## config.mk

```make
export PLATFORM = sky130hd
export DESIGN_NAME = ybh_ram
export DESIGN_NICKNAME = d
export VERILOG_FILES = /design/src/rtl/core/ybh_ram.sv
export SDC_FILE = /design/constraint.sdc
export NUM_CORES = 2
export LEC_CHECK = 0
export BUFFER_PORTS_ARGS = -buffer_cell sky130_fd_sc_hd__buf_2
export CAP_MARGIN = 20
export CORE_MARGIN = 4
export CORE_UTILIZATION = 50
export DETAILED_ROUTE_END_ITERATION = 10
export GPL_TIMING_DRIVEN = 0
export PLACE_DENSITY = 0.68
export SLEW_MARGIN = 20
export SYNTH_ARGS = -nofsm -noshare
export SYNTH_HDL_FRONTEND = slang
export SYNTH_SLANG_ARGS = --single-unit
```

## constraint.sdc

```tcl
create_clock -name aclk -period 2.6 [get_ports aclk]
set_clock_uncertainty 0.2 [all_clocks]
set_input_delay 0.65 -clock aclk [delete_from_list [all_inputs] [get_ports aclk]]
set_output_delay 0.65 -clock aclk [all_outputs]
set_load 0.05 [all_outputs]
```

## src/rtl/core/ybh_ram.sv

```systemverilog
`default_nettype none
// ----------------------------------------------------------------------------
// ybh_ram: generic single-port-write RAM
// One write port and one read port with registered read data.
// ----------------------------------------------------------------------------
module ybh_ram #(
    parameter int WIDTH = 8,
    parameter int DEPTH = 256
) (
    input  wire logic                     aclk,
    input  wire logic                     we,
    input  wire logic [$clog2(DEPTH)-1:0] waddr,
    input  wire logic [WIDTH-1:0]         wdata,
    input  wire logic [$clog2(DEPTH)-1:0] raddr,
    output logic      [WIDTH-1:0]         rdata
);

    logic [WIDTH-1:0] mem [DEPTH];

    // Write first in program order; a read sees data from earlier edges.
    always_ff @(posedge aclk) begin
        if (we) begin
            mem[waddr] <= wdata;
        end
        rdata <= mem[raddr];
    end

endmodule
`default_nettype wire

```

==> results.md <==
* Yosys top cell by area: edfxtp_1
* Final setup violating endpoints at 78
* Post-Place Cells at 5859
* Logic pwr share at under 10%
* Residual DRC at 0
* Vias per cell at 6.70
* Clock-pin slew on the worst setup and hold paths at 60 ps
* Longest Clk Path Bufs at 3
* Vias at around 42000
* CP max-delay cell: a211oi_1
* Max-Cap Viols at 0
* Max stage delay on crit path at approximately 660 ps
* Gate Count Post-Synth at approximately 3700
* CTS tree: yes
* Total GRT Usage at between 20% and 30%
* Vias in the first global route at ~41000
* Sequential area share after synthesis at between 70% and 80%
* Hold-critical path depth at 1
* Share of cells above drive strength 1 at 34.8%
* Lkg Pwr at approximately 0.03 uW
* Post-DP HPWL at between 150 and 200 mm
* DR WL/cell at 37.6 microns
* P_int at between 50000 and 60000 uW
* FF/Latch Area at 0.0617 sq mm
* Area grow syn2layout at 18.6%
* Clock latency on the worst-skew pair at 860 ps
* Total gr overflow at 0
* Die width at approximately 400 microns
* R2R Setup Slk at -90 ps
* CTS sink cnt at around 2000
* PortBufs at 26
* Root Buffer: clkbuf_16
* Crit-path most repeated cell: buf_16
* Worst Path Required at roughly 3100 ps
* Crit path buffers/inverters at 4
* Peak VDD IR at 669 uV
* Failing checks: setup timing
* Worst-path cell chain: buf_16 -> buf_16 -> buf_16 -> buf_4 -> mux4_2 -> a211oi_1 -> nor3_1 -> nor4_4 -> nor4_4
* Hold crit path type: input port to flop
* Period utilization at 108%
* Worst slew pin tran at approximately 1200 ps
* Post-synth ARST share at 0%
* Num ports at 34
* Sw frac at between 20 and 25%
* Routability cong. at about 0.93
* DRT antenna net count at 0
* Nets at about 4100
* Worst slew margin at between 20 and 25%
* Multi-input logic area at 0.0190 sq mm
* Syn Nets at around 3800
* Outcome: complete, but fails checks
* Slew Viols, Final at 0
* Crit path max-delay family: simple AND/OR/NAND/NOR gates
* Die Y at 407 microns
* Placement Rows at between 100 and 150
* WP data arrival at roughly 3300 ps
* Number of flops mapped to enable cells by yosys at ~2000
* Unrepaired setup endpoints after global routing: true
* Placeable core area at around 0.16 sq mm
* Finished Layout Cells at ~6300
* H-Tree Depth at 4
* CTS buffer count at about 200
* Worst R2R Path Depth at 6
* Initial antenna violation count at 18
* Fmax at between 300 and 400 MHz
* Final WS setup at -199 ps
* Worst Setup End Kind: flop
* Levels on crit path at 9
* Area of the die at approximately 0.17 sq mm
* Synthesized area at 0.0796 sq mm
* CP startpoint kind: input port
* Final core utilization at roughly three fifths
* Final Hold Vio Count at 0
* Largest net degree at the start of global routing at 141
* Dominant cells by area after synthesis: edfxtp_1 77%, mux4_2 13%, mux2i_1 1.7%
* Critical path type: input port to flop
* Critical Path Fanout Max at 8
* DRT Pass-1 Iters at 6
* Synth Flop Type: edfxtp_1
* Syn Area/Cell at roughly 21 sq um
* Initial DRC count at around 7000
* Psw at about 16000 uW
* Initial Utilization at about half
* Ys Warns at 0
* Synth cell types at 55
* Post-Route WL at 238 mm
* Share of the synthesized area in the top cell type at 77.3%
* Filler instances at 10900
* Seq pwr share at a little over half
* Clock share of power at around two fifths
* First-pass GRT wire length at 326 mm
* Final min period at between 2000 and 3000 ps
* Flops & latches, synth at between 2000 and 2500
* Pwr Density at 740 mW/mm^2
-- layout make-up --
cell class / instances / share of cell area, %
Sequential cell: 2056 / 65.3
Clock buffer: 257 / 5.60
Inverter: 2 / 0.0106
Timing Repair Buffer: 143 / 2.03
Antenna cell: 14 / 0.0371
Tap cell: 2072 / 2.75
Buffer: 227 / 2.93
Clock inverter: 110 / 1.19
Multi-Input combinational cell: 1442 / 20.1
-- layout by cell type, fill, tap and decap left out, drive strengths merged, types with 10 or more instances in the layout --
| master | synthesis | layout |
|---|---|---|
| a211oi | 16 | 16 |
| a21oi | 96 | 96 |
| a221oi | 14 | 14 |
| a22oi | 133 | 133 |
| buf | 122 | 269 |
| bufinv | 0 | 13 |
| clkbuf | 111 | 355 |
| clkinv | 1 | 88 |
| diode | 0 | 14 |
| edfxtp | 2048 | 2048 |
| mux2i | 134 | 134 |
| mux4 | 456 | 456 |
| nand2 | 33 | 33 |
| nand3 | 34 | 34 |
| nand4 | 10 | 10 |
| nor2 | 282 | 282 |
| nor2b | 31 | 31 |
| nor3 | 22 | 22 |
| nor4 | 27 | 27 |
| o211ai | 10 | 10 |
| o21ai | 12 | 12 |
| o221ai | 47 | 47 |
| o22ai | 28 | 28 |
-- stage by stage --
stage	setup TNS [ps]	cell area [sq um]	hold slack (ps)	worst slack, ps	total power (uW)
after floorplan	-45300	79900	549	-68.8	39200
after global placement	-7172150	82600	927	-3340	41100
after detailed placement	-1836220	83500	827	-2700	41200
after CTS	-2650	93000	33.6	-68.9	69500
after global routing	-6050	94300	56.9	-134	71400
final	-7920	94400	50.3	-199	69800
-- cells in the mapped netlist (all sizes together), types with 4 or more instances --
master   count
a2111oi      5
a211oi      16
a21oi       96
a221oi      14
a22o         8
a22oi      133
and2         6
buf        122
clkbuf     111
dfxtp        8
edfxtp    2048
mux2i      134
mux4       456
nand2       33
nand2b       8
nand3       34
nand4       10
nor2       282
nor2b       31
nor3        22
nor4        27
o211ai      10
o21ai       12
o221ai      47
o22a         5
o22ai       28
o32ai        5
or2          4
-- power groups by stage --
stage	clock network [uW]	registers, uW	logic, uW
3_5_place_dp	0	37300	3950
3_3_place_gp	0	37400	3760
5_1_grt	30000	36500	4900
4_1_cts	28500	36600	4490
2_1_floorplan	0	37400	1830
6_report	28400	36600	4820
-- final timing paths --
check / start / endpoint
hold / removal: wdata[3] / mem[70][3]
setup reg to reg: mem[101][2] / rdata[2]
setup / recovery: raddr[0] / rdata[2]
hold reg to reg: mem[40][3] / rdata[3]
-- layer usage --
layer,global-route usage [%],vias to the layer above,share of wire [%]
met5,1.22,-,0.081
met4,13.0,6,5.2
met3,9.77,608,14
met2,42.9,3149,45
met1,38.6,22100,35
li1,-,16500,-
-- logic make-up (layout without fill, tap and decap cells) --
| group | after synthesis | after routing | synth area share, % |
|---|---|---|---|
| flops | 2056 | 2056 | 77.5 |
| other cells | 0 | 14 | 0 |
| compound gates | 385 | 385 | 3.42 |
| buf+inv | 235 | 739 | 1.83 |
| simple gates | 466 | 466 | 2.63 |
| mux | 591 | 591 | 14.6 |
-- sequential cells by signal, indices dropped and copies added (netlist names) --
signal,cells
mem,2048
rdata,8
-- timing repair --
item                                    CTS  global route
setup buffers                            43            37
resized for setup                       641           224
endpoints found under the hold margin    73             0
setup endpoints to repair              1157          1239
hold buffers                              3             0
pin swaps                                42            54
cloned                                    1             4
No activity file was read; power rests on OpenSTA's default activity.
