**src/rtl/core/ybh_pkg.sv**
```systemverilog
`default_nettype none
// ----------------------------------------------------------------------------
// ybh_pkg: shared types and constants
// Beat structures, mode and register codes, and the fixed-point color
// factors for the YUV422 to BGR converter with histogram and scope.
// ----------------------------------------------------------------------------
package ybh_pkg;

    // Default sizes of the histogram store.
    localparam int HIST_BINS_DEF  = 256;
    localparam int COUNT_BITS_DEF = 21;

    // The vectorscope map is 128 rows of 128 cells.
    localparam int SCOPE_CELLS = 16384;
    localparam int SCOPE_ROWS  = 128;
    localparam int SCOPE_COLS  = 128;
    localparam int SCOPE_RW    = $clog2(SCOPE_ROWS);
    localparam int SCOPE_CW    = $clog2(SCOPE_COLS);

    // Item modes.
    localparam logic [1:0] MODE_PIXEL      = 2'd0;
    localparam logic [1:0] MODE_CLEAR      = 2'd1;
    localparam logic [1:0] MODE_READ_BIN   = 2'd2;
    localparam logic [1:0] MODE_READ_SCOPE = 2'd3;

    // Configuration register indexes.
    localparam logic [1:0] REG_HIST_EN  = 2'd0;
    localparam logic [1:0] REG_SCOPE_EN = 2'd1;
    localparam logic [1:0] REG_SHIFT    = 2'd2;

    // Q16 BT.709 factors and the chroma offset.
    localparam int PROD_W = 27;
    localparam logic signed [PROD_W-1:0] K_CB_B = 27'sd121609;
    localparam logic signed [PROD_W-1:0] K_CB_G = 27'sd12275;
    localparam logic signed [PROD_W-1:0] K_CR_G = 27'sd30677;
    localparam logic signed [PROD_W-1:0] K_CR_R = 27'sd103206;
    localparam logic [8:0] CHROMA_OFFSET = 9'd128;
    localparam logic signed [PROD_W-1:0] CHAN_SAT = 27'sd16711680;

    typedef struct packed {
        logic [1:0]  mode;
        logic [7:0]  luma_first;
        logic [7:0]  chroma_blue;
        logic [7:0]  luma_second;
        logic [7:0]  chroma_red;
        logic [13:0] read_index;
    } in_beat_t;

    typedef struct packed {
        logic [7:0]  blue_first;
        logic [7:0]  green_first;
        logic [7:0]  red_first;
        logic [7:0]  blue_second;
        logic [7:0]  green_second;
        logic [7:0]  red_second;
        logic [15:0] bin_level;
        logic        scope_hit;
    } out_beat_t;

    // Three channels of one pixel.
    typedef struct packed {
        logic [7:0] blue;
        logic [7:0] green;
        logic [7:0] red;
    } bgr_t;

endpackage
`default_nettype wire

```
**src/rtl/core/ybh_lane.sv**
```systemverilog
`default_nettype none
// ----------------------------------------------------------------------------
// ybh_lane: one pixel lane of the color converter
// Adds the scaled luma to the shared chroma terms and clamps each channel.
// ----------------------------------------------------------------------------
module ybh_lane
    import ybh_pkg::*;
(
    input  wire logic [7:0]               luma,
    input  wire logic signed [PROD_W-1:0] term_b,
    input  wire logic signed [PROD_W-1:0] term_g,
    input  wire logic signed [PROD_W-1:0] term_r,
    output bgr_t                          pixel
);

    logic signed [PROD_W-1:0] base;
    logic signed [PROD_W-1:0] sum_b;
    logic signed [PROD_W-1:0] sum_g;
    logic signed [PROD_W-1:0] sum_r;

    function automatic logic [7:0] clamp_chan(input logic signed [PROD_W-1:0] t);
        logic [7:0] res;
        if (t <= 0) begin
            res = 8'd0;
        end else if (t >= CHAN_SAT) begin
            res = 8'hFF;
        end else begin
            res = t[23:16];
        end
        return res;
    endfunction

    // Luma in Q16 plus each channel's chroma term.
    assign base  = signed'(PROD_W'({luma, 16'h0000}));
    assign sum_b = base + term_b;
    assign sum_g = base + term_g;
    assign sum_r = base + term_r;

    assign pixel.blue  = clamp_chan(sum_b);
    assign pixel.green = clamp_chan(sum_g);
    assign pixel.red   = clamp_chan(sum_r);

endmodule
`default_nettype wire

```
**config.mk**
```make
export PLATFORM = sky130hd
export DESIGN_NAME = ybh_lane
export DESIGN_NICKNAME = d
export VERILOG_FILES = /design/src/rtl/core/ybh_pkg.sv /design/src/rtl/core/ybh_lane.sv
export SDC_FILE = /design/constraint.sdc
export NUM_CORES = 1
export LEC_CHECK = 0
export ABC_CLOCK_PERIOD_IN_PS = 11700
export BUFFER_PORTS_ARGS = -buffer_cell sky130_fd_sc_hd__buf_4
export CORE_MARGIN = 2
export CORE_UTILIZATION = 44
export DETAILED_ROUTE_END_ITERATION = 8
export GPL_TIMING_DRIVEN = 0
export PLACE_DENSITY = 0.87
export SLEW_MARGIN = 15
export SYNTH_ARGS = -nofsm -noshare
export SYNTH_HDL_FRONTEND = slang
export SYNTH_SLANG_ARGS = --single-unit
```
**constraint.sdc**
```tcl
create_clock -name vclk -period 11.7
set_clock_uncertainty 0.15 [all_clocks]
set_input_delay 3.51 -clock vclk [all_inputs]
set_output_delay 3.51 -clock vclk [all_outputs]
set_load 0.005 [all_outputs]
```
==> metrics.yaml <==
outcome: "complete, no violations"
synth_cell_types: 41
max_freq_mhz: 104
crit_chain: "buf_4 -> ha_1 -> fa_1 -> a21o_2 -> a221oi_2 -> o21ai_2 -> or4_1 -> and4_4 -> buf_6 -> o21a_1 -> buf_4"
wl_per_cell_microns: 12.8
layout_commonest_cell: "buf_4"
slew_violations: 0
yosys.area_share.simple_pct: 13.6
vias: 1575
post_cts_buffers: 0
initial_core_util_pct: 45.3
grt_pass1_wl_microns: 5730
grt_use_total_pct: 19.9
critPathKind: "in2out"
port_buffers: 65
maxCapViolations: 0
slew_headroom_pct: 61.2
std_cell_rows: 20
yosys.area_share.adder_pct: 26.7
synthMuxAreaShare_pct: 0
layout.cells.non_filler: 277
wl_microns: 3540
pin_count: 113
cp_max_fo: 8
n_clock_buffer: 0
min_path_type: "in2out"
antenna_left: 0
cp.required_ps: 8040
startpoint_type: "input port"
route.detailed.drc: 0
cp_top_family: "compound AO/OA/AOI/OAI gates"
die_area_sq_um: 3530
crit_buf_inv: 3
cp_slowest_stage_delay_ps: 410
synth-xor-area-share_pct: 14.9
seqCellArea_sq_um: 0
pwr-share-seq_pct: 0
p_clk_share_pct: 0
final_cell_mix: "buf_4 (65), ha_1 (24), a21oi_1 (22)"
num_antenna_cells: 0
drt_first_pass_iters: 4
place_congestion: 0.824
hold_buffers: 0
p_sw_uw: 49.6
syn_to_final_growth_pct: 39.2
synth_compound_area_share_pct: 40.9
grt_max_degree: 9
fin_crit_sh_pct: 82.1
finalHoldViolCount: 0
dp_hpwl_microns: 3100
setup_violations: 0
cts_resized: 0
cpMostUsedCell: "buf_4"
rsz0062_at_grt: "no"
synth_top_family_by_area: "compound AO/OA/AOI/OAI gates"
switching_share_pct: 47.0
nets: 362
fin_tns_setup_ps: 0
arrival_ps: 5940
hold-worst-slack_ps: 7260
endpoint_kind: "output pin"
yosys_warnings: 0
first_global_vias: 1425
worstMarginPinSlew_ps: 583
crit_slowest_cell: "fa_1"
drive_gt1_share_pct: 29.5
drt-vias-per-instance: 5.69
synthesis.nets: 295
power.density_nw_per_um2: 56.1
ir_worst_vdd_mv: 0.0280
final_util_pct: 63.1
die_x_microns: 59.4
ys_seq_area_share_pct: 0
synthesis.area_sq_um: 1350
grt-ovfl-total: 0
p_int_uw: 55.8
period_needed_ps: 9600
antenna_found_initial: 0
core_sq_um: 2980
comb_power_share_pct: 100.0
final_area_sq_um: 1880
dpl-instance-area_sq_um: 1880
seq_cell_count: 0
syn_area_per_cell_sq_um: 7.54
p_leak_uw: 0.000934
placedCellCount: 277
first_iter_violations: 54
syn_inst: 179
fp.dieH_microns: 59.4
cell families after synthesis:
group                    count (synthesis)
AO/OA/AOI/OAI                           82
XOR/XNOR                                23
adder cells (fa/ha/maj)                 27
buffers and inverters                   12
AND/OR/NAND/NOR                         35
metal layers:
metal,wire (microns),part of all wire (%),track usage (%),vias up
met5,0,0,0,-
met4,0,0,1.95,0
met3,163,4.6,1.09,0
met2,1890,53,38.1,45
met1,1490,42,24.9,714
li1,-,-,-,816
worst min-delay path: cells and delay by family:
kind | cells | cell delay [ps]
adders and majority gates | 1 | 100
buffers and inverters | 2 | 180
AOI/OAI and AO/OA | 1 | 110
final timing paths:
kind                   start        to  slack, ps  cells past startpoint
setup / recovery     luma[0]  pixel[3]       2100                     11
hold / removal    term_g[16]  pixel[8]       7260                      4
power by group through the flow:
stage / clock network (uW) / registers [uW] / logic (uW)
final: 0 / 0 / 105
after global routing: 0 / 0 / 117
after CTS: 0 / 0 / 106
after detailed placement: 0 / 0 / 105
after global placement: 0 / 0 / 103
after floorplan: 0 / 0 / 63.9
per-stage QoR:
step                total power [uW]  worst slack (ps)
finish                           105              2100
global route                     117              1920
global placement                 103              2090
CTS                              106              2080
detailed placement               105              2090
floorplan                       63.9              2460
synthesized netlist by cell type, drive strengths merged:
library cell | count | area share [%]
a211oi | 5 | 2.8
a21o | 11 | 6.2
a21oi | 22 | 8.2
a221o | 1 | 0.74
a221oi | 1 | 1.1
a22o | 1 | 0.65
a311oi | 1 | 0.65
a31o | 2 | 1.3
a31oi | 2 | 0.93
and2 | 1 | 0.46
and3 | 2 | 0.93
and4 | 1 | 0.83
buf | 1 | 0.83
clkbuf | 3 | 0.83
fa | 3 | 4.4
ha | 24 | 22
inv | 8 | 2.2
nand2 | 10 | 2.8
nand2b | 1 | 0.46
nand3 | 4 | 1.5
nand4 | 2 | 0.93
nand4b | 1 | 0.65
nor2 | 5 | 1.4
nor2b | 1 | 0.46
nor3 | 3 | 1.1
nor4 | 1 | 0.46
nor4b | 1 | 0.65
o211a | 1 | 0.74
o211ai | 3 | 1.7
o21a | 16 | 8.9
o21ai | 11 | 4.4
o21bai | 3 | 1.7
o22ai | 1 | 0.46
o31ai | 1 | 0.56
or3 | 1 | 0.46
or4 | 1 | 0.56
xnor2 | 13 | 8.4
xor2 | 10 | 6.5
cell type report:
cell class	instances	area, sq um
multi-input cells	167	1300
plain buffers	4	22.5
repair buffers	65	488
well taps	33	41.3
fillers	298	1100
inverters	8	30.0
Note: power is estimated with default switching activity, not from simulation.
