### config.mk
export PLATFORM = sky130hd
export DESIGN_NAME = ybh_div
export DESIGN_NICKNAME = d
export VERILOG_FILES = /design/src/rtl/core/ybh_div.sv
export SDC_FILE = /design/constraint.sdc
export NUM_CORES = 1
export LEC_CHECK = 0
export BUFFER_PORTS_ARGS = -buffer_cell sky130_fd_sc_hd__buf_2
export CAP_MARGIN = 0
export CORE_ASPECT_RATIO = 0.9
export CORE_UTILIZATION = 47
export DETAILED_ROUTE_END_ITERATION = 7
export HOLD_SLACK_MARGIN = 0.02
export PLACE_DENSITY_LB_ADDON = 0.25
export REMOVE_ABC_BUFFERS = 1
export SLEW_MARGIN = 20
export SYNTH_ARGS = -nofsm -noshare
export SYNTH_HDL_FRONTEND = slang
export SYNTH_SLANG_ARGS = --single-unit
export TNS_END_PERCENT = 100
### constraint.sdc
create_clock -name aclk -period 3 [get_ports aclk]
set_input_delay 0.15 -clock aclk [delete_from_list [all_inputs] [get_ports aclk]]
set_output_delay 0.15 -clock aclk [all_outputs]
set_load 0.02 [all_outputs]
### src/rtl/core/ybh_div.sv
`default_nettype none
// ----------------------------------------------------------------------------
// ybh_div: restoring divider for bin normalization
// Produces one quotient bit per cycle; done pulses with the result.
// ----------------------------------------------------------------------------
module ybh_div #(
    parameter int COUNT_BITS = 21
) (
    input  wire logic                    aclk,
    input  wire logic                    aresetn,
    input  wire logic                    start,
    input  wire logic [COUNT_BITS+7:0]   num,
    input  wire logic [COUNT_BITS-1:0]   den,
    output logic      [COUNT_BITS+7:0]   quo,
    output logic                         done
);

    localparam int NUM_W = COUNT_BITS + 8;
    localparam int CNT_W = $clog2(NUM_W + 1);

    logic [NUM_W-1:0]    num_reg, num_next;
    logic [COUNT_BITS:0] rem_reg, rem_next;
    logic [NUM_W-1:0]    quo_reg, quo_next;
    logic [CNT_W-1:0]    cnt_reg, cnt_next;
    logic                busy_reg, busy_next;
    logic                done_reg, done_next;
    logic [COUNT_BITS:0] trial;
    logic                fits;

    // Shift in the next numerator bit and try a subtraction.
    assign trial = {rem_reg[COUNT_BITS-1:0], num_reg[NUM_W-1]};
    assign fits  = trial >= {1'b0, den};

    always_comb begin
        num_next  = num_reg;
        rem_next  = rem_reg;
        quo_next  = quo_reg;
        cnt_next  = cnt_reg;
        busy_next = busy_reg;
        done_next = 1'b0;
        if (start) begin
            num_next  = num;
            rem_next  = '0;
            quo_next  = '0;
            cnt_next  = CNT_W'(NUM_W);
            busy_next = 1'b1;
        end else if (busy_reg) begin
            num_next = {num_reg[NUM_W-2:0], 1'b0};
            rem_next = fits ? trial - {1'b0, den} : trial;
            quo_next = {quo_reg[NUM_W-2:0], fits};
            cnt_next = cnt_reg - 1'b1;
            if (cnt_reg == CNT_W'(1)) begin
                busy_next = 1'b0;
                done_next = 1'b1;
            end
        end
    end

    always_ff @(posedge aclk) begin
        if (!aresetn) begin
            busy_reg <= 1'b0;
            done_reg <= 1'b0;
            cnt_reg  <= '0;
        end else begin
            busy_reg <= busy_next;
            done_reg <= done_next;
            cnt_reg  <= cnt_next;
        end
        num_reg <= num_next;
        rem_reg <= rem_next;
        quo_reg <= quo_next;
    end

    assign quo  = quo_reg;
    assign done = done_reg;

endmodule
`default_nettype wire

==> out/qor.yml, run 1 <==
outcome:
  status: "completed"
synthesis:
  synthCells: 465
  ys_seq_area_share_pct: 43.70
  yosysWarningCount: 0
  syn_area_sq_um: 4604
  syn_avg_cell_area_sq_um: 9.902
  synth-edff-count: 29
  synth.distinct_cells: 60
  synthArstFlopShare_pct: 0
  ys_ff_latch: 86
  synth_flop_cell: "dfxtp_1"
critical_path:
  crit_path_start_kind: "register"
  cpMostUsedCell: "inv_1"
  crit_required_ns: 3.26
  crit_path_max_incr_delay_ns: 0.40
  cp-end-kind: "register"
  slowest_stage: "fa_1"
  crit_path_cell_trace: "inv_1 -> ha_1 -> inv_1 -> fa_1 -> a21o_1 -> a221oi_4 -> o21ai_2 -> a21bo_1 -> a41oi_2 -> and2b_1 -> xor2_1 -> o221ai_1"
  crit_type: "reg -> reg"
  crit_path_max_fanout: 5
  crit_buf_inv: 2
  cp.arrival_ns: 3.05
  cp_top_family: "compound AO/OA/AOI/OAI gates"
timing:
  finalCritPeriodShare_pct: 92.88
  max_freq_mhz: 358.9
  hold_slack_ns: 0.05875
  finClkSkew_ns: 0.01301
  fin_crit_ns: 2.787
  hold_viol_final: 0
  final-max-slew-violation-count: 0
  setup_viol: 0
  max_slew_margin_pct: 46.96
  rsz0062_at_grt: "false"
  worst_slew_pin_slew_ns: 0.7956
cells_and_area:
  syn_to_final_growth_pct: 16.77
  regArea_sq_um: 2013
  drive_above_1_share_pct: 26.86
  nFillCells: 844
  num-nets-final: 623
  fin_cells: 673
  multiInputGateArea_sq_um: 2384
  n_antenna_cell: 0
global_routing:
  antenna_found_initial: 0
  grt_pass1_wl_mm: 15.29
  grt_util_all_layers_pct: 19.03
  grt_pass1_vias: 3352
  grt_max_degree: 66
  grt_overflow_total: 0
worst_hold_path:
  hold_class: "in -> reg"
drt:
  drt-pass1-iter-count: 4
  initialDrtViolationCount: 160
  drc_errors: 0
  drt-total-wl_mm: 9.152
  final_antenna_net_count: 0
  via_count: 3522
  avgViaCountPerCell: 5.233
  post_drt_wl_per_cell_microns: 13.60
placed_design:
  io_buffers: 82
  hpwl_mm: 6.555
  place.gp.congestion: 0.8749
  placed_cells: 657
clock_tree:
  htreeDepth: 3
  path_clk_slew_ns: 0.10
  cts_buffers: 9
  clock-sinks: 86
  clockBufferDepth: 2
  cts_tree: "yes"
  clock_latency_ns: 0.37
  cts-root-buf: "clkbuf_8"
  holdBufCountCts: 0
die:
  die_w_microns: 106.3
  coreArea_sq_um: 9290
  num_rows: 33
  start_util_pct: 49.56
  dieArea_sq_um: 10200
  top_level_ports: 83
  die_h_microns: 95.90
run:
  maxCapViolCount: 0
power:
  total_leakage_power_nw: 2.382
  peakVddDrop_mv: 0.3132
  p_per_area_nw_per_um2: 525.8
  power_w: 0.002827
==> cell families (layout without fill, tap and decap cells) <==
family	Yosys count	count (layout)	share of synthesized area, %
AND/OR/NAND/NOR	128	128	12.83
AO/OA/AOI/OAI	86	86	12.72
flip-flops	86	86	43.70
multiplexers	69	69	15.87
buffers and inverters	54	140	4.783
adder cells (fa/ha/maj)	24	24	6.685
XOR/XNOR	18	18	3.424
==> placed cells by master, fill, tap and decap left out, types with 3 or more instances in the layout <==
cell and n:
edfxtp_1 29, dfxtp_1 56, nor2_1 62, inv_1 35, nor2b_1 3, mux2_2 28, nand3_1 7, a211oi_1 11
nand2b_1 5, clkbuf_8 9, buf_2 82, buf_4 7, xor2_1 10, a21o_1 5, mux2i_1 40, xnor2_1 8
nor3_1 7, a31oi_1 3, o21ai_0 8, o21ai_1 11, nand2_1 27, a21oi_1 23, ha_1 23
==> cell usage after synthesis (3+ instances only) <==
library cell | n | area share (%)
a211oi_1 | 11 | 1.8
a21o_1 | 5 | 0.82
a21oi_1 | 23 | 2.5
a31oi_1 | 3 | 0.41
buf_1 | 3 | 0.24
clkbuf_1 | 12 | 0.98
dfxtp_1 | 57 | 25
edfxtp_1 | 29 | 19
ha_1 | 23 | 6.3
inv_1 | 35 | 2.9
mux2_2 | 28 | 6.8
mux2i_1 | 40 | 8.7
nand2_1 | 27 | 2.2
nand2b_1 | 5 | 0.68
nand3_1 | 7 | 0.76
nor2_1 | 62 | 5.1
nor2b_1 | 3 | 0.41
nor3_1 | 7 | 0.76
o21ai_0 | 8 | 0.87
o21ai_1 | 11 | 1.2
xnor2_1 | 8 | 1.5
xor2_1 | 10 | 1.9
==> power breakdown <==
part | internal, W | switching (W)
Combinational | 0.000256 | 0.000310
Clock | 0.000458 | 0.000475
Sequential | 0.00129 | 0.0000391
Total | 0.00200 | 0.000825
==> stage by stage <==
| step | util, % | setup WS (ns) | setup TNS [ns] | instance area (sq um) |
|---|---|---|---|---|
| final | 57.87 | 0.2135 | 0 | 5376 |
| after global routing | 57.87 | 0.009050 | 0 | 5376 |
| after CTS | 57.75 | 0.1679 | 0 | 5365 |
| after detailed placement | 55.25 | 0.1877 | 0 | 5132 |
| after global placement | 55.25 | 0.2524 | 0 | 5132 |
| after floorplan | - | -0.3082 | -9.530 | 4516 |
==> metal layers <==
metal / track usage (%) / wire [microns] / part of all wire [%]
met3: 5.890 / 681 / 7.4
met1: 23.74 / 4204 / 46
met2: 31.28 / 4146 / 45
met4: 6.713 / 120 / 1.3
met5: 0 / 0 / 0
==> final timing paths <==
check	startpoint	endpoint	slack, ns	cells after the start
setup / recovery	num_reg[28]	rem_reg[18]	0.21	12
hold / removal	num[0]	num_reg[0]	0.06	2
setup reg to reg	num_reg[28]	rem_reg[18]	0.21	12
hold reg to reg	rem_reg[2]	rem_reg[2]	0.48	2
==> layout make-up <==
type	instances	share of cell area (%)
flip-flops and latches	86	37.44
inverters	35	2.444
multi-input cells	325	44.33
repair buffers	89	8.611
clock inverters	6	1.559
well taps	122	2.839
clock buffers	10	2.769
==> repair_timing <==
item	in CTS	in global routing
endpoints found under the setup margin	0	6
setup buffers	0	0
resized for setup	0	1
(Power assumes the default switching activity.)
==> inputs of run 2 (changes only) <==
==> constraint.sdc (replaced) <==
create_clock -name aclk -period 3 [get_ports aclk]
set_input_delay 0.45 -clock aclk [delete_from_list [all_inputs] [get_ports aclk]]
set_output_delay 0.45 -clock aclk [all_outputs]
set_load 0.02 [all_outputs]
==> out/qor.yml, run 2 (synthesis results as in run 1) <==
critical_path:
  crit_type: "reg -> reg"
  crit_buf_inv: 2
  crit_required_ns: 3.23
  cpMostUsedCell: "inv_1"
  cp.arrival_ns: 3.04
  crit_path_max_fanout: 5
  crit_path_start_kind: "register"
  crit_path_cell_trace: "inv_1 -> ha_1 -> inv_1 -> fa_1 -> a21o_1 -> a221oi_2 -> o21ai_2 -> a21bo_1 -> a41oi_2 -> and2b_1 -> xor2_1 -> o221ai_1"
  cp-end-kind: "register"
  slowest_stage: "fa_1"
  cp_top_family: "compound AO/OA/AOI/OAI gates"
  crit_path_max_incr_delay_ns: 0.40
cells_and_area:
  final_cell_mix: "buf_2 (82), nor2_1 (62), dfxtp_1 (56)"
  syn_to_final_growth_pct: 16.17
  multiInputGateArea_sq_um: 2372
  final_common_cell: "buf_2"
  nFillCells: 846
  num-nets-final: 622
  n_antenna_cell: 0
  regArea_sq_um: 2013
  drive_above_1_share_pct: 26.73
power:
  total_leakage_power_nw: 2.373
  power_w: 0.002796
  p_per_area_nw_per_um2: 522.7
  peakVddDrop_mv: 0.3480
die:
  num_rows: 33
  die_w_microns: 106.3
  dieArea_sq_um: 10200
  top_level_ports: 83
  start_util_pct: 49.56
  coreArea_sq_um: 9290
  die_h_microns: 95.90
clock_tree:
  htreeDepth: 3
  holdBufCountCts: 0
  cts_setup_buffers: 0
  clock_latency_ns: 0.35
  cts_tree: "yes"
  path_clk_slew_ns: 0.10
  ctsResizeCount: 0
  cts_buffers: 9
  cts-root-buf: "clkbuf_8"
  clockBufferDepth: 2
  clock-sinks: 86
timing:
  worst_slew_pin_slew_ns: 0.8057
  finClkSkew_ns: 0.008201
  setup_viol: 0
  finalCritPeriodShare_pct: 93.88
  max_freq_mhz: 355.1
  final-max-slew-violation-count: 0
  rsz0062_at_grt: "false"
  hold_viol_final: 0
  fin_tns_setup_ns: 0
  fin_crit_ns: 2.816
  max_slew_margin_pct: 46.29
placed_design:
  place.gp.congestion: 0.8456
  io_buffers: 82
  hpwl_mm: 6.607
run:
  maxCapViolCount: 0
global_routing:
  grt_max_degree: 66
  antenna_found_initial: 0
  grt_pass1_wl_mm: 15.61
  grt_util_all_layers_pct: 19.20
  grt_pass1_vias: 3467
  grt_overflow_total: 0
drt:
  final_antenna_net_count: 0
  via_count: 3498
  drt-pass1-iter-count: 4
  drt-total-wl_mm: 9.157
  initialDrtViolationCount: 145
  post_drt_wl_per_cell_microns: 13.63
  avgViaCountPerCell: 5.205
  drc_errors: 0
outcome:
  status: "completed"
worst_hold_path:
  hold_class: "in -> reg"
==> run 2: cell count changes in the layout (fill, tap and decap cells not counted) <==
cell and change:
inv_4 -1, inv_6 -1, clkinv_2 +1, a221oi_2 +1
buf_4 -1, clkinv_8 -1, clkinv_4 +2, a221oi_4 -1
==> run 2: cell type report <==
| type | count | share of cell area, % |
|---|---|---|
| inverter | 35 | 2.456 |
| tap | 122 | 2.854 |
| clock inverter | 6 | 1.404 |
| clock buffer | 10 | 2.784 |
| multi-input combinational | 325 | 44.35 |
| timing repair buffer | 88 | 8.515 |
| sequential | 86 | 37.64 |
==> run 2: metrics by stage <==
stage | instance area (sq um) | cells | hold WS [ns] | worst slack (ns) | utilization [%]
2_1_floorplan | 4516 | 446 | 0.4426 | -0.3082 | -
3_3_place_gp | 5125 | 656 | 0.4564 | 0.1250 | 55.17
3_5_place_dp | 5125 | 656 | 0.4628 | 0.08883 | 55.17
4_1_cts | 5349 | 672 | 0.3641 | 0.1566 | 57.58
5_1_grt | 5349 | 672 | 0.3590 | 0.008833 | 57.58
6_report | 5349 | 672 | 0.3746 | 0.1837 | 57.58
==> run 2: worst paths after layout <==
check         startpoint          end  slack (ns)  cells past startpoint
min               num[0]   num_reg[0]        0.37                      2
min reg2reg   rem_reg[4]   rem_reg[4]        0.47                      2
max reg2reg  num_reg[28]  rem_reg[18]        0.18                     12
max          num_reg[28]  rem_reg[18]        0.18                     12
==> run 2: metal layers <==
metal / part of all wire [%] / global-route usage [%] / wire, microns
met5: 0 / 0 / 0
met4: 0.85 / 4.514 / 78
met3: 5.2 / 5.349 / 475
met2: 46 / 33.39 / 4218
met1: 48 / 23.73 / 4384
==> run 2: power breakdown <==
part           internal (W)  switching [W]
registers           0.00129      0.0000398
clock network      0.000449       0.000457
logic              0.000254       0.000307
total               0.00199       0.000804
